<file path="src/rtl/core/sgbe_pkg.sv">
// ----------------------------------------------------------------------------
// sgbe_pkg
// shared types, constants and the character-to-glyph lookup of the scaled
// glyph block emitter
// ----------------------------------------------------------------------------
`default_nettype none

package sgbe_pkg;

  localparam int NUM_ROWS    = 7;
  localparam int NUM_COLS    = 5;
  localparam int NUM_GLYPHS  = 23;
  localparam int ROM_DEPTH   = NUM_GLYPHS * NUM_ROWS;
  localparam int ROM_AW      = $clog2(ROM_DEPTH);
  localparam int SCREEN_LIMIT = 4096;

  typedef logic [4:0] glyph_t;
  typedef logic [2:0] row_t;
  typedef logic [NUM_COLS-1:0] mask_t;

  localparam glyph_t GLYPH_BLANK = 5'd22;

  // glyph rom read request
  typedef struct packed {
    logic   en;
    glyph_t glyph;
    row_t   row;
  } rom_req_t;

  function automatic glyph_t glyph_index(input logic [7:0] code);
    glyph_t g;
    g = GLYPH_BLANK;
    if (code inside {["0":"9"]}) begin
      g = 5'(code - 8'h30);
    end else begin
      case (code)
        "T":     g = 5'd10;
        "I":     g = 5'd11;
        "M":     g = 5'd12;
        "E":     g = 5'd13;
        "F":     g = 5'd14;
        "P":     g = 5'd15;
        "S":     g = 5'd16;
        "K":     g = 5'd17;
        "L":     g = 5'd18;
        "O":     g = 5'd19;
        "R":     g = 5'd20;
        ":":     g = 5'd21;
        default: g = GLYPH_BLANK;
      endcase
    end
    return g;
  endfunction

endpackage

`default_nettype wire

</file>
<file path="src/rtl/core/scaled_glyph_block_emitter_top.sv">
// ----------------------------------------------------------------------------
// scaled_glyph_block_emitter_top
// turns one character request into clipped, scaled blocks of its lit glyph
// cells, one block per output transaction
// ----------------------------------------------------------------------------
//  channel | direction | carries
//  in_     | slave     | char code, signed origin, scale, colour
//  out_    | master    | clipped block position, size, colour; tlast on last
//  cfg_    | apb       | screen_width at 0x0, screen_height at 0x4
//
//  a character is accepted only in the idle state; the scan then walks all
//  cells of its 5x7 glyph (one glyph cell per cycle unless output back-pressure
//  stalls it, rows fetched from the font rom one row ahead) and a flush state
//  issues the final block; a scale of zero leaves the block idle with no transactions
//  output back-pressure stalls the scan or the flush only when the held block
//  has to move while the output register is full; synchronous active-low reset
// ----------------------------------------------------------------------------
`default_nettype none

module scaled_glyph_block_emitter_top #(
  parameter int MAX_SCALE = 8
) (
  input  wire logic        clk,
  input  wire logic        rst_n,
  // code[7:0] origin_x[20:8] origin_y[33:21] scale[37:34] red[45:38]
  // green[53:46] blue[61:54] zero[63:62]
  input  wire logic [63:0] in_tdata,
  input  wire logic        in_tvalid,
  output logic             in_tready,
  // block_x[11:0] block_y[23:12] block_w[27:24] block_h[31:28]
  // out_red[39:32] out_green[47:40] out_blue[55:48]
  output logic [55:0]      out_tdata,
  output logic             out_tlast,
  output logic             out_tvalid,
  input  wire logic        out_tready,
  input  wire logic        cfg_psel,
  input  wire logic        cfg_penable,
  input  wire logic        cfg_pwrite,
  input  wire logic [2:0]  cfg_paddr,
  input  wire logic [31:0] cfg_pwdata,
  output logic [31:0]      cfg_prdata,
  output logic             cfg_pready
);

  typedef logic signed [14:0] coord_t;
  typedef enum logic [1:0] {S_IDLE, S_SCAN, S_FLUSH} state_t;

  localparam logic [2:0] LAST_COL = 3'(sgbe_pkg::NUM_COLS - 1);
  localparam logic [2:0] LAST_ROW = 3'(sgbe_pkg::NUM_ROWS - 1);
  localparam logic       REG_WIDTH  = 1'b0;
  localparam logic       REG_HEIGHT = 1'b1;

  state_t            state_r;
  logic [12:0]       cfg_w_r, cfg_h_r;
  logic [12:0]       scr_w_r, scr_h_r;
  sgbe_pkg::glyph_t  glyph_r;
  sgbe_pkg::row_t    row_r;
  logic [2:0]        col_r;
  logic [3:0]        scale_r;
  coord_t            ox_r, x_r, y_r;
  logic [7:0]        red_r, green_r, blue_r;
  logic              pend_v_r;
  logic [11:0]       pend_x_r, pend_y_r;
  logic [3:0]        pend_w_r, pend_h_r;
  logic [55:0]       out_data_r;
  logic              out_last_r, out_valid_r;

  sgbe_pkg::rom_req_t rom_req;
  sgbe_pkg::mask_t    rom_q;

  logic        in_xfer, cfg_wr;
  logic [3:0]  in_scale, eff_scale;
  coord_t      s_ext, x1, y1, sw_s, sh_s, cx0, cx1, cy0, cy1;
  logic        lit, vis, slot_free, advance, row_end;

  // configuration port
  assign cfg_pready = 1'b1;
  assign cfg_wr     = cfg_psel & cfg_penable & cfg_pwrite & cfg_pready;
  assign cfg_prdata = (cfg_paddr[2] == REG_HEIGHT) ? {19'd0, cfg_h_r} : {19'd0, cfg_w_r};

  always_ff @(posedge clk) begin
    if (!rst_n) begin
      cfg_w_r <= 13'd640;
      cfg_h_r <= 13'd480;
    end else if (cfg_wr) begin
      if (cfg_paddr[2] == REG_WIDTH) begin
        cfg_w_r <= cfg_pwdata[12:0];
      end else begin
        cfg_h_r <= cfg_pwdata[12:0];
      end
    end
  end

  // input side
  assign in_tready = (state_r == S_IDLE);
  assign in_xfer   = in_tvalid & in_tready;
  assign in_scale  = in_tdata[37:34];
  assign eff_scale = (int'(in_scale) > MAX_SCALE) ? 4'(MAX_SCALE) : in_scale;

  // current cell geometry and clipping
  assign lit     = rom_q[LAST_COL - col_r];
  assign s_ext   = coord_t'({11'd0, scale_r});
  assign x1      = x_r + s_ext;
  assign y1      = y_r + s_ext;
  assign sw_s    = coord_t'({2'd0, scr_w_r});
  assign sh_s    = coord_t'({2'd0, scr_h_r});
  assign vis     = lit && (x_r < sw_s) && (y_r < sh_s) && (x1 > 0) && (y1 > 0);
  assign cx0     = (x_r < 0) ? '0 : x_r;
  assign cy0     = (y_r < 0) ? '0 : y_r;
  assign cx1     = (x1 > sw_s) ? sw_s : x1;
  assign cy1     = (y1 > sh_s) ? sh_s : y1;

  assign slot_free = !out_valid_r || out_tready;
  assign advance   = (state_r == S_SCAN) && (!vis || !pend_v_r || slot_free);
  assign row_end   = (col_r == LAST_COL);

  // font rom: first row at accept, next row on the last column of a row
  always_comb begin
    rom_req = '0;
    if (in_xfer) begin
      rom_req.en    = 1'b1;
      rom_req.glyph = sgbe_pkg::glyph_index(in_tdata[7:0]);
      rom_req.row   = '0;
    end else if (advance && row_end && (row_r != LAST_ROW)) begin
      rom_req.en    = 1'b1;
      rom_req.glyph = glyph_r;
      rom_req.row   = row_r + 3'd1;
    end
  end

  sgbe_font_rom u_rom (
    .clk (clk),
    .req (rom_req),
    .q   (rom_q)
  );

  always_ff @(posedge clk) begin
    if (!rst_n) begin
      state_r     <= S_IDLE;
      pend_v_r    <= 1'b0;
      out_valid_r <= 1'b0;
    end else begin
      if (out_tready) begin
        out_valid_r <= 1'b0;
      end
      case (state_r)
        S_IDLE: begin
          if (in_xfer && (eff_scale != 4'd0)) begin
            state_r <= S_SCAN;
          end
        end
        S_SCAN: begin
          if (advance) begin
            if (vis) begin
              pend_v_r <= 1'b1;
              if (pend_v_r) begin
                out_valid_r <= 1'b1;
              end
            end
            if (row_end && (row_r == LAST_ROW)) begin
              state_r <= S_FLUSH;
            end
          end
        end
        S_FLUSH: begin
          if (!pend_v_r) begin
            state_r <= S_IDLE;
          end else if (slot_free) begin
            pend_v_r    <= 1'b0;
            out_valid_r <= 1'b1;
            state_r     <= S_IDLE;
          end
        end
        default: state_r <= S_IDLE;
      endcase
    end
  end

  // datapath registers
  always_ff @(posedge clk) begin
    if (in_xfer) begin
      glyph_r <= sgbe_pkg::glyph_index(in_tdata[7:0]);
      row_r   <= '0;
      col_r   <= '0;
      scale_r <= eff_scale;
      ox_r    <= coord_t'(signed'(in_tdata[20:8]));
      x_r     <= coord_t'(signed'(in_tdata[20:8]));
      y_r     <= coord_t'(signed'(in_tdata[33:21]));
      red_r   <= in_tdata[45:38];
      green_r <= in_tdata[53:46];
      blue_r  <= in_tdata[61:54];
      scr_w_r <= (int'(cfg_w_r) > sgbe_pkg::SCREEN_LIMIT) ?
                 13'(sgbe_pkg::SCREEN_LIMIT) : cfg_w_r;
      scr_h_r <= (int'(cfg_h_r) > sgbe_pkg::SCREEN_LIMIT) ?
                 13'(sgbe_pkg::SCREEN_LIMIT) : cfg_h_r;
    end else if (advance) begin
      if (row_end) begin
        col_r <= '0;
        row_r <= row_r + 3'd1;
        x_r   <= ox_r;
        y_r   <= y1;
      end else begin
        col_r <= col_r + 3'd1;
        x_r   <= x1;
      end
    end

    if (advance && vis) begin
      pend_x_r <= cx0[11:0];
      pend_y_r <= cy0[11:0];
      pend_w_r <= 4'(cx1 - cx0);
      pend_h_r <= 4'(cy1 - cy0);
    end

    if ((advance && vis && pend_v_r) || ((state_r == S_FLUSH) && pend_v_r && slot_free)) begin
      out_data_r <= {blue_r, green_r, red_r, pend_h_r, pend_w_r, pend_y_r, pend_x_r};
      out_last_r <= (state_r == S_FLUSH);
    end
  end

  assign out_tdata  = out_data_r;
  assign out_tlast  = out_last_r;
  assign out_tvalid = out_valid_r;

endmodule

`default_nettype wire

</file>
<file path="src/rtl/core/sgbe_font_rom.sv">
// ----------------------------------------------------------------------------
// sgbe_font_rom
// 5x7 font rom, one glyph row per entry, registered read data
// ----------------------------------------------------------------------------
`default_nettype none

module sgbe_font_rom (
  input  wire logic              clk,
  input  wire sgbe_pkg::rom_req_t req,
  output sgbe_pkg::mask_t        q
);

  localparam sgbe_pkg::mask_t FONT_ROM [sgbe_pkg::ROM_DEPTH] = '{
    5'h1E, 5'h11, 5'h13, 5'h15, 5'h19, 5'h11, 5'h1E,
    5'h04, 5'h0C, 5'h14, 5'h04, 5'h04, 5'h04, 5'h1F,
    5'h1E, 5'h01, 5'h01, 5'h1E, 5'h10, 5'h10, 5'h1F,
    5'h1E, 5'h01, 5'h01, 5'h0E, 5'h01, 5'h01, 5'h1E,
    5'h02, 5'h06, 5'h0A, 5'h12, 5'h1F, 5'h02, 5'h02,
    5'h1F, 5'h10, 5'h10, 5'h1E, 5'h01, 5'h01, 5'h1E,
    5'h0E, 5'h10, 5'h10, 5'h1E, 5'h11, 5'h11, 5'h1E,
    5'h1F, 5'h01, 5'h02, 5'h04, 5'h08, 5'h08, 5'h08,
    5'h1E, 5'h11, 5'h11, 5'h1E, 5'h11, 5'h11, 5'h1E,
    5'h1E, 5'h11, 5'h11, 5'h1E, 5'h01, 5'h01, 5'h0E,
    5'h1F, 5'h04, 5'h04, 5'h04, 5'h04, 5'h04, 5'h04,
    5'h1F, 5'h04, 5'h04, 5'h04, 5'h04, 5'h04, 5'h1F,
    5'h11, 5'h1B, 5'h15, 5'h11, 5'h11, 5'h11, 5'h11,
    5'h1F, 5'h10, 5'h10, 5'h1E, 5'h10, 5'h10, 5'h1F,
    5'h1F, 5'h10, 5'h10, 5'h1E, 5'h10, 5'h10, 5'h10,
    5'h1E, 5'h11, 5'h11, 5'h1E, 5'h10, 5'h10, 5'h10,
    5'h0F, 5'h10, 5'h10, 5'h1E, 5'h01, 5'h01, 5'h1E,
    5'h11, 5'h12, 5'h14, 5'h18, 5'h14, 5'h12, 5'h11,
    5'h10, 5'h10, 5'h10, 5'h10, 5'h10, 5'h10, 5'h1F,
    5'h0E, 5'h11, 5'h11, 5'h11, 5'h11, 5'h11, 5'h0E,
    5'h1E, 5'h11, 5'h11, 5'h1E, 5'h14, 5'h12, 5'h11,
    5'h00, 5'h04, 5'h00, 5'h00, 5'h00, 5'h04, 5'h00,
    5'h00, 5'h00, 5'h00, 5'h00, 5'h00, 5'h00, 5'h00
  };

  logic [sgbe_pkg::ROM_AW-1:0] addr;
  sgbe_pkg::mask_t             q_r;

  assign addr = sgbe_pkg::ROM_AW'(req.glyph) * sgbe_pkg::ROM_AW'(sgbe_pkg::NUM_ROWS)
              + sgbe_pkg::ROM_AW'(req.row);

  always_ff @(posedge clk) begin
    if (req.en) begin
      q_r <= FONT_ROM[addr];
    end
  end

  assign q = q_r;

endmodule

`default_nettype wire

</file>
<file path="config.mk">
export PLATFORM = sky130hd
export DESIGN_NAME = scaled_glyph_block_emitter_top
export DESIGN_NICKNAME = d
export VERILOG_FILES = /design/src/rtl/core/sgbe_pkg.sv /design/src/rtl/core/scaled_glyph_block_emitter_top.sv /design/src/rtl/core/sgbe_font_rom.sv
export SDC_FILE = /design/constraint.sdc
export NUM_CORES = 1
export LEC_CHECK = 0
export BUFFER_PORTS_ARGS = -buffer_cell sky130_fd_sc_hd__buf_2
export CORE_MARGIN = 4
export CORE_UTILIZATION = 53
export CTS_CLUSTER_SIZE = 14
export DETAILED_ROUTE_END_ITERATION = 12
export PLACE_DENSITY = 0.85
export SYNTH_ARGS = -nofsm -noshare
export SYNTH_HDL_FRONTEND = slang
export SYNTH_HIERARCHICAL = 1
export SYNTH_SLANG_ARGS = --single-unit
</file>
<file path="constraint.sdc">
create_clock -name clk -period 7.15 [get_ports clk]
set_clock_uncertainty 0.05 [all_clocks]
set_input_delay 1.0725 -clock clk [delete_from_list [all_inputs] [get_ports clk]]
set_output_delay 1.0725 -clock clk [all_outputs]
set_load 0.01 [all_outputs]
</file>
==> results.py, run 1 <==
metrics = {
    "outcome": {
        "status": "complete, no violations",
    },
    "setup_path": {
        "worstSetupEndpoint": "u_rom/q[2]",
        "slowest_stage": "or4_4",
        "rr_worst_depth": 22,
        "critPathBufInv": 4,
        "worstSetupPathDepth": 22,
        "path_class": "register to register",
        "slowest_delay_ns": 0.57,
        "end_kind": "register",
        "reg2reg_from": "y_r[3]",
        "crit_path_start_kind": "register",
        "rrSetupSlack_ns": 0.30,
        "startpoint": "y_r[3]",
        "rr_endpoint": "u_rom/q[2]",
        "critPathArrivalTime_ns": 7.08,
        "crit_family": "simple AND/OR/NAND/NOR gates",
        "critPathMaxFanout": 10,
        "crit_chain": "ha_2 -> nand3_1 -> a2111oi_4 -> xnor2_1 -> inv_2 -> or4_4 -> o2111ai_4 -> o21a_1 -> nand2_4 -> o21ai_2 -> buf_4 -> inv_1 -> fa_1 -> inv_1 -> ha_1 -> ha_1 -> nand3_1 -> and4_1 -> or3_1 -> nor2_1 -> o221ai_1 -> o311ai_1",
        "worstPathRequired_ns": 7.38,
    },
    "power_and_ir_drop": {
        "irDropWorstVdd_v": 0.000470,
        "power_density_nw_per_um2": 449,
        "leakagePower_nw": 6.17,
    },
    "final_layout": {
        "stdcell_area_um2": 15400,
        "nNetsFinal": 1618,
        "instances_no_fill": 1757,
        "antenna_cells": 0,
        "final_core_utilization": 0.614,
        "area_growth_pct": 14.0,
        "drive_gt1_frac": 0.188,
        "nFillCells": 2003,
    },
    "min_path": {
        "hold_path.class": "register to register",
    },
    "floorplanning": {
        "io_pins": 198,
        "dieWidth_um": 168,
        "rows": 58,
        "die_h_um": 168,
        "dieArea_um2": 28100,
        "coreArea_um2": 25100,
        "start_util": 0.538,
    },
    "logic_synthesis": {
        "yosysMostFrequentCell": "edfxtp_1",
        "synth_area_leaders": "edfxtp_1, ha_1, dfxtp_1",
        "synth-seq-cells": 232,
        "syn_inst": 1265,
        "synth.avg_cell_area_um2": 10.7,
        "synth_top_area_cell": "edfxtp_1",
        "synthTopCellsByCount": "edfxtp_1, nand2_1, ha_1",
        "syn-cell-area_um2": 13500,
        "yosysSeqAreaShare": 0.489,
        "synth_edf_count": 196,
        "yosysTopAreaCellShare": 0.435,
        "synth_cell_types": 99,
        "ys.flop_type": "edfxtp_1",
        "synthArstFlopShare": 0,
        "yosysWarnings": 6,
    },
    "global_route": {
        "grt_use_total": 0.232,
        "grt_pass1_wl_um": 53300,
        "antenna_found_initial": 0,
        "grt-ovfl-total": 0,
        "grt_max_degree": 64,
        "grt_pass1_vias": 10100,
    },
    "clocking": {
        "clk_path_buf_depth": 3,
        "cts_tree": "done",
        "cts_root_buffer": "clkbuf_16",
        "post_cts_buffers": 0,
        "cts_made_buffers": 24,
        "ctsHoldBuffers": 0,
        "h-tree-depth": 1,
        "cts.clk_slew.worst_paths_ns": 0.06,
        "cts_resized": 0,
        "cts_sinks": 232,
        "clk_latency_ns": 0.53,
    },
    "timing": {
        "finalHoldViolCount": 0,
        "slew_viol_final": 0,
        "rsz0062_at_grt": "false",
        "max_slew_margin": 0.356,
        "tns_ns": 0,
        "timing.final.crit_share": 0.958,
        "worst_slew_pin_slew_ns": 0.963,
        "timing.fmax_ghz": 0.146,
        "post-route-min-period_ns": 6.85,
        "setup_violations": 0,
    },
    "detailed_routing": {
        "drc_errors": 0,
        "wl_um": 34000,
        "ant_nets": 0,
        "wl_met1_um": 14000,
        "top_layer": "met4",
        "vias": 10500,
        "routedWlPerCell_um": 19.3,
        "via_per_inst": 5.98,
        "firstDrtPassIters": 7,
        "route.met2.wl_um": 16200,
        "drtIter0Drc": 1023,
        "wl_met3_um": 2760,
    },
    "placed_design": {
        "io_buffers": 154,
        "place_area_um2": 14600,
        "dp_cells": 1714,
        "routabilityCongestion": 0.928,
        "hpwl_um": 24600,
    },
    "flow_run": {
        "maxCapViolations": 0,
    },
}
[cells in the final DEF (no fill, tap or decap), types with 14 or more instances in the layout]
master     Yosys  layout
nand2_1      140     140
buf_2         11     154
ha_1          92      91
clkbuf_16      0      25
edfxtp_1     196     196
mux2_2        15      15
nand4_1       20      20
o211ai_1      14      14
nor2b_1       52      52
a21oi_1       76      76
nand2b_1      19      19
nor2_1        86      84
a21o_1        19      19
inv_1         70      69
nor3_1        18      18
o21ai_0       43      43
xnor2_1       22      22
conb_1         2      20
mux2i_1       23      23
buf_4         21      19
dfxtp_1       36      36
nand3_1       38      38
[worst min-delay path by stage]
stage	startpoint	end	slack, ns	depth (start not counted)
after floorplan	pend_x_r[0]	out_tdata[0]	0.35	0
after global placement	blue_r[3]	out_tdata[51]	0.35	0
after detailed placement	pend_w_r[0]	out_tdata[24]	0.35	0
after CTS	pend_y_r[6]	out_tdata[18]	0.37	0
after global routing	blue_r[0]	out_tdata[48]	0.38	0
final	pend_y_r[6]	out_tdata[18]	0.36	0
[through the flow]
stage | setup slack [ns] | power, W | hold slack [ns]
2_1_floorplan | 0.659 | 0.00464 | 0.350
3_3_place_gp | 0.276 | 0.00550 | 0.350
3_5_place_dp | 0.188 | 0.00558 | 0.355
4_1_cts | 0.0917 | 0.00684 | 0.365
5_1_grt | 0.0338 | 0.00736 | 0.375
6_report | 0.299 | 0.00691 | 0.364
[registers in the layout (all words and copies together), names as in the netlist, 4 cells and up]
| signal | count |
|---|---|
| out_tdata | 56 |
| x_r | 15 |
| y_r | 15 |
| cfg_h_r | 13 |
| cfg_w_r | 13 |
| ox_r | 13 |
| scr_h_r | 13 |
| scr_w_r | 13 |
| pend_x_r | 12 |
| pend_y_r | 12 |
| blue_r | 8 |
| green_r | 8 |
| red_r | 8 |
| glyph_r | 5 |
| u_rom/q | 5 |
| pend_h_r | 4 |
| pend_w_r | 4 |
| scale_r | 4 |
[report_power, final]
part | switching [W] | internal [W]
combinational | 0.00217 | 0.00144
clock | 0.000514 | 0.000696
sequential | 0.000234 | 0.00186
[layout make-up]
type                            count  area, um^2  share of cell area
Inverter                           72         272              0.0176
Tap cell                          330         413              0.0268
Clock inverter                     14         110             0.00715
Multi-Input combinational cell    904        6370               0.413
Timing Repair Buffer              176         973              0.0632
Sequential cell                   232        6610               0.429
Clock buffer                       29         661              0.0429
[logic make-up (layout without fill, tap and decap cells)]
logic type,Yosys count,count (layout),synth area share
AND/OR/NAND/NOR,427,427,0.157
AO/OA/AOI/OAI,280,280,0.146
XOR/XNOR,33,33,0.0225
adder cells (fa/ha/maj),102,102,0.100
multiplexers,42,42,0.0362
flip-flops,232,232,0.489
buffers and inverters,147,291,0.0499
other,2,20,0.000556
[metal layers]
layer,up-vias,global-route usage
li1,4898,-
met1,4997,0.318
met2,530,0.384
met3,83,0.0312
met4,0,0.0773
met5,-,0
[worst reg2reg max path: stages (launching register included)]
cell	delay [ns]
edfxtp_1	0.44
ha_2	0.43
nand3_1	0.24
a2111oi_4	0.46
xnor2_1	0.23
inv_2	0.10
or4_4	0.57
o2111ai_4	0.26
o21a_1	0.21
nand2_4	0.15
o21ai_2	0.24
buf_4	0.15
inv_1	0.07
fa_1	0.53
inv_1	0.05
ha_1	0.30
ha_1	0.47
nand3_1	0.23
and4_1	0.26
or3_1	0.39
nor2_1	0.32
o221ai_1	0.25
o311ai_1	0.17
Power figures use the tool's default switching activity.
==> run 2, diff against run 1 <==
==> constraint.sdc (replaced) <==
create_clock -name clk -period 7.15 [get_ports clk]
set_clock_uncertainty 0.05 [all_clocks]
set_input_delay 0.715 -clock clk [delete_from_list [all_inputs] [get_ports clk]]
set_output_delay 0.715 -clock clk [all_outputs]
set_load 0.01 [all_outputs]
==> results.py, run 2 (synthesis results as in run 1) <==
metrics = {
    "outcome": {
        "status": "complete, no violations",
    },
    "power_and_ir_drop": {
        "irDropWorstVdd_v": 0.000290,
        "p_clk_frac": 0.185,
        "seqPwrFrac": 0.300,
        "swShare": 0.418,
        "leakagePower_nw": 6.22,
        "internal_power_w": 0.00407,
        "power_density_nw_per_um2": 450,
        "power.switching_w": 0.00292,
        "combPwrFrac": 0.515,
    },
    "timing": {
        "slew_viol_final": 0,
        "setup_violations": 0,
        "fin_ws_ns": 0.353,
        "worst_slew_pin_slew_ns": 0.984,
        "timing.final.crit_share": 0.951,
        "finalHoldViolCount": 0,
        "holdWs_ns": 0.309,
        "post-route-min-period_ns": 6.80,
        "timing.fmax_ghz": 0.147,
        "tns_ns": 0,
        "max_slew_margin": 0.342,
    },
    "final_layout": {
        "area_growth_pct": 14.8,
        "nNetsFinal": 1625,
        "drive_gt1_frac": 0.198,
        "nFillCells": 2006,
        "largest_reg_flops": 56,
        "mostFrequentLayoutCells": "edfxtp_1, buf_2, nand2_1, ha_1, nor2_1",
        "final_common_cell": "edfxtp_1",
        "antenna_cells": 0,
        "final_core_utilization": 0.618,
    },
    "placed_design": {
        "io_buffers": 154,
        "hpwl_um": 24600,
        "place_ws_ns": 0.196,
        "routabilityCongestion": 0.940,
    },
    "floorplanning": {
        "coreArea_um2": 25100,
        "dieWidth_um": 168,
        "rows": 58,
        "die_h_um": 168,
        "start_util": 0.538,
        "dieArea_um2": 28100,
        "io_pins": 198,
    },
    "setup_path": {
        "slowest_stage": "or4_4",
        "rrSetupSlack_ns": 0.35,
        "path_common_cell": "fa_1",
        "rr_endpoint": "u_rom/q[0]",
        "end_kind": "register",
        "worstPathRequired_ns": 7.37,
        "rr_worst_depth": 19,
        "crit_path_start_kind": "register",
        "slowest_delay_ns": 0.58,
        "critPathMaxFanout": 10,
        "critPathArrivalTime_ns": 7.02,
        "reg2reg_from": "scale_r[3]",
        "path_class": "register to register",
        "crit_chain": "ha_1 -> nand3_1 -> a2111oi_4 -> xnor2_1 -> inv_2 -> or4_4 -> o2111ai_4 -> o21a_1 -> nand2_4 -> o21ai_2 -> fa_1 -> fa_1 -> fa_2 -> and3_2 -> nor3_4 -> o21ai_0 -> a2111o_1 -> a32oi_1 -> o31ai_1",
    },
    "clocking": {
        "ctsHoldBuffers": 0,
        "cts_sinks": 232,
        "h-tree-depth": 1,
        "cts.clk_slew.worst_paths_ns": 0.06,
        "clk_latency_ns": 0.53,
        "clk_path_buf_depth": 3,
        "cts_made_buffers": 25,
        "cts_tree": "done",
        "cts_root_buffer": "clkbuf_16",
    },
    "global_route": {
        "antenna_found_initial": 0,
        "grt-ovfl-total": 0,
        "grt_max_degree": 60,
        "grt_use_total": 0.231,
        "grt_pass1_vias": 10100,
        "grt_pass1_wl_um": 53300,
    },
    "detailed_routing": {
        "ant_nets": 0,
        "wl_um": 33500,
        "vias": 10500,
        "drtIter0Drc": 1105,
        "drc_errors": 0,
        "routedWlPerCell_um": 19.0,
        "firstDrtPassIters": 6,
        "via_per_inst": 5.97,
    },
    "flow_run": {
        "maxCapViolations": 0,
    },
    "min_path": {
        "hold_path.class": "input port to register",
        "holdCritStartpoint": "in_tdata[43]",
        "holdPathEnd": "red_r[5]",
        "min_path_cells": 1,
    },
}
## run 2: changes by cell type in the layout (fill, tap and decap cells not counted), sizes merged
cell,delta
buf,+6
bufinv,+1
clkbuf,+1
inv,+1
clkinv,-1
clkinvlp,+1
## run 2: timing repair
action	4_1_cts	5_1_grt
setup buffers	0	2
resized for setup	0	15
endpoints found under the setup margin	0	5
## run 2: critical path: cells and delay by family (launching register included)
family	cells	cell delay, ns
flip-flops	1	0.44
adder cells (fa/ha/maj)	4	1.98
AND/OR/NAND/NOR	5	1.59
buffers and inverters	1	0.10
AO/OA/AOI/OAI	8	2.13
XOR/XNOR	1	0.23
## run 2: area by class of cell
class / instances / area (um^2) / area share
Sequential cell: 232 / 6610 / 0.426
Tap cell: 330 / 413 / 0.0266
Multi-Input combinational cell: 904 / 6390 / 0.412
Inverter: 72 / 272 / 0.0175
Clock buffer: 30 / 676 / 0.0435
Clock inverter: 16 / 168 / 0.0108
Timing Repair Buffer: 182 / 997 / 0.0643
## run 2: per-layer routing
| layer | share of wire | routed length (um) | track usage | up-vias |
|---|---|---|---|---|
| met3 | 0.082 | 2730 | 0.0316 | 65 |
| met1 | 0.42 | 13900 | 0.321 | 5008 |
| met4 | 0.026 | 864 | 0.0639 | 0 |
| met5 | 0 | 0 | 0 | - |
| met2 | 0.48 | 15900 | 0.382 | 529 |
| li1 | - | - | - | 4937 |
## run 2: metrics by stage
step | std cells | power [W] | area [um^2]
global placement | 1718 | 0.00547 | 14600
detailed placement | 1718 | 0.00556 | 14600
finish | 1766 | 0.00698 | 15500
floorplan | 1283 | 0.00465 | 13600
global route | 1766 | 0.00743 | 15500
CTS | 1764 | 0.00689 | 15400
## run 2: power by group through the flow
stage                     clock network, W  logic (W)  registers, W
after floorplan                          0    0.00265       0.00200
after global placement                   0    0.00338       0.00209
after detailed placement                 0    0.00345       0.00211
after CTS                          0.00132    0.00349       0.00208
after global routing               0.00138    0.00393       0.00212
final                              0.00129    0.00360       0.00209
## run 2: worst max path at each step
| stage | end | from | slack, ns | cells after the start |
|---|---|---|---|---|
| 5_1_grt | u_rom/q[3] | y_r[3] | -0.03 | 20 |
| 2_1_floorplan | u_rom/q[4] | in_tvalid | 0.35 | 15 |
| 3_5_place_dp | u_rom/q[0] | scale_r[3] | 0.20 | 19 |
| 3_3_place_gp | u_rom/q[0] | scale_r[3] | 0.26 | 19 |
| 4_1_cts | u_rom/q[0] | scale_r[3] | 0.15 | 19 |
| 6_report | u_rom/q[0] | scale_r[3] | 0.35 | 19 |
==> run 3, diff against run 2 <==
ABC_AREA = 1   (was unset)
SETUP_SLACK_MARGIN = 0.4   (was unset)
==> results.py, run 3 <==
metrics = {
    "outcome": {
        "status": "complete, no violations",
    },
    "clocking": {
        "ctsHoldBuffers": 0,
        "clk_latency_ns": 0.51,
        "cts_root_buffer": "clkbuf_16",
        "cts_made_buffers": 24,
        "cts_tree": "done",
        "h-tree-depth": 1,
        "cts_sinks": 232,
        "cts.clk_slew.worst_paths_ns": 0.07,
        "cts_resized": 0,
        "clk_path_buf_depth": 3,
        "post_cts_buffers": 0,
    },
    "final_layout": {
        "area_growth_pct": 13.1,
        "largest_reg_flops": 56,
        "nNetsFinal": 1931,
        "drive_gt1_frac": 0.153,
        "final_core_utilization": 0.613,
        "antenna_cells": 0,
        "final_common_cell": "nand2_1",
        "stdcell_area_um2": 15500,
        "mostFrequentLayoutCells": "nand2_1, inv_1, edfxtp_1, buf_2, nor2_1",
    },
    "detailed_routing": {
        "drtIter0Drc": 1288,
        "wl_um": 33500,
        "drc_errors": 0,
        "firstDrtPassIters": 7,
        "via_per_inst": 5.54,
        "vias": 11500,
        "ant_nets": 0,
        "routedWlPerCell_um": 16.2,
    },
    "logic_synthesis": {
        "synth-seq-cells": 232,
        "synth_top_family_by_area": "simple AND/OR/NAND/NOR gates",
        "synthAdderAreaFrac": 0.0985,
        "synth_area_leaders": "edfxtp_1, nand2_1, ha_1",
        "synth_mux_area_frac": 0,
        "synth_compound_area_frac": 0.0876,
        "synth_edf_count": 196,
        "synth_cell_types": 53,
        "syn_inst": 1578,
        "syn-cell-area_um2": 13700,
        "yosysMostFrequentCell": "nand2_1",
        "synthTopCellsByCount": "nand2_1, inv_1, edfxtp_1",
        "synth_top_area_cell": "edfxtp_1",
        "yosysTopAreaCellShare": 0.429,
        "ys.flop_type": "edfxtp_1",
        "synth_xor_area_frac": 0.00702,
        "yosysWarnings": 6,
        "synthArstFlopShare": 0,
        "synth-simple-area-share": 0.241,
        "synth.avg_cell_area_um2": 8.70,
        "yosysSeqAreaShare": 0.481,
    },
    "timing": {
        "timing.fmax_ghz": 0.159,
        "post-route-min-period_ns": 6.29,
        "slew_viol_final": 0,
        "max_slew_margin": 0.342,
        "timing.final.crit_share": 0.880,
        "worst_slew_pin_slew_ns": 0.983,
        "tns_ns": 0,
        "setup_violations": 0,
        "holdWs_ns": 0.330,
        "rsz0062_at_grt": "false",
        "finalHoldViolCount": 0,
    },
    "floorplanning": {
        "rows": 58,
        "coreArea_um2": 25300,
        "dieArea_um2": 28500,
        "io_pins": 198,
        "dieWidth_um": 169,
        "start_util": 0.542,
        "die_h_um": 169,
    },
    "power_and_ir_drop": {
        "power_density_nw_per_um2": 422,
        "leakagePower_nw": 7.13,
        "total_power_w": 0.00655,
        "irDropWorstVdd_v": 0.000208,
    },
    "setup_path": {
        "crit_path_start_kind": "register",
        "crit_family": "adder cells",
        "critPathBufInv": 1,
        "critPathMaxFanout": 17,
        "slowest_stage": "fa_1",
        "reg2reg_from": "scale_r[0]",
        "end_kind": "register",
        "slowest_delay_ns": 0.66,
        "path_class": "register to register",
        "worstPathRequired_ns": 7.36,
        "path_common_cell": "nand2_1",
        "rr_worst_depth": 25,
        "rrSetupSlack_ns": 0.86,
        "rr_endpoint": "u_rom/q[2]",
        "critPathArrivalTime_ns": 6.51,
    },
    "min_path": {
        "min_path_cells": 1,
        "holdCritStartpoint": "in_tdata[44]",
        "hold_path.class": "input port to register",
        "holdPathEnd": "red_r[6]",
    },
    "placed_design": {
        "place_area_um2": 14700,
        "routabilityCongestion": 0.963,
        "io_buffers": 154,
        "hpwl_um": 25200,
    },
    "global_route": {
        "grt-ovfl-total": 0,
        "grt_max_degree": 78,
        "antenna_found_initial": 0,
        "grt_use_total": 0.226,
        "grt_pass1_wl_um": 53400,
        "grt_pass1_vias": 10600,
    },
    "flow_run": {
        "maxCapViolations": 0,
    },
}
==> run 3: cell count changes after synthesis, moves of 12 or more <==
cell	delta
o21ai_0	+50
a21o_1	-19
nand2_2	+17
xnor2_1	-18
mux2_2	-15
nand2_1	+266
mux2i_1	-23
inv_1	+130
nor2b_1	-52
nand3_1	+82
clkbuf_1	-14
nor2_1	+46
o211ai_1	-12
nand2b_1	-19
==> run 3: where the power goes <==
group / switching, W / total (W) / internal, W
clock: 0.000493 / 0.00131 / 0.000821
sequential: 0.000193 / 0.00203 / 0.00183
combinational: 0.00216 / 0.00321 / 0.00105
==> run 3: kinds of logic after synthesis <==
family	after synthesis
DFF	232
other	2
adders and majority gates	102
buffers and inverters	267
xor gates and xnor gates	8
AOI/OAI and AO/OA	215
and+or+nand+nor	752
==> run 3: how the worst max path moves through the flow <==
stage	cells after the start	startpoint	slack [ns]	to
after floorplan	17	in_tvalid	1.47	u_rom/q[0]
after global placement	28	scale_r[0]	0.92	u_rom/q[0]
after detailed placement	27	scale_r[0]	0.91	u_rom/q[0]
after CTS	27	scale_r[0]	0.89	u_rom/q[0]
after global routing	30	scale_r[0]	0.45	u_rom/q[1]
final	25	scale_r[0]	0.86	u_rom/q[2]
==> run 3: routing by layer <==
| layer | part of all wire | wire, um | up-vias | track usage |
|---|---|---|---|---|
| met4 | 0.028 | 951 | 0 | 0.0607 |
| met2 | 0.46 | 15500 | 588 | 0.369 |
| met5 | 0 | 0 | - | 0 |
| met3 | 0.096 | 3220 | 75 | 0.0367 |
| li1 | - | - | 5529 | - |
| met1 | 0.41 | 13800 | 5268 | 0.318 |
==> run 3: cell type report <==
class,count,area [um^2]
flip-flops and latches,232,6610
inverters,207,782
well taps,330,413
clock inverters,13,164
multi-input cells,1097,6050
repair buffers,161,823
clock buffers,30,686
fillers,2061,9800
==> run 3: stage by stage <==
| step | instances | setup WS (ns) |
|---|---|---|
| after floorplan | 1596 | 1.47 |
| after global placement | 2027 | 0.918 |
| after detailed placement | 2027 | 0.911 |
| after CTS | 2070 | 0.890 |
| after global routing | 2070 | 0.445 |
| final | 2070 | 0.856 |
==> run 3: worst register-to-register path, cell delays in order (launching register included) <==
cell,delay [ns]
edfxtp_1,0.42
ha_1,0.28
fa_1,0.53
or2_2,0.32
nor2_1,0.12
nand3_1,0.08
nor2_1,0.10
nand2_1,0.05
nor2_1,0.12
nand3_1,0.12
nand2_2,0.09
nor2_4,0.06
a21oi_4,0.26
nand3_4,0.21
o21ai_2,0.27
fa_1,0.48
fa_1,0.54
fa_1,0.66
buf_4,0.27
or2_2,0.38
a31oi_1,0.27
nand2_1,0.08
nand2_1,0.07
nor2_1,0.08
nand2_1,0.08
nand2_1,0.07
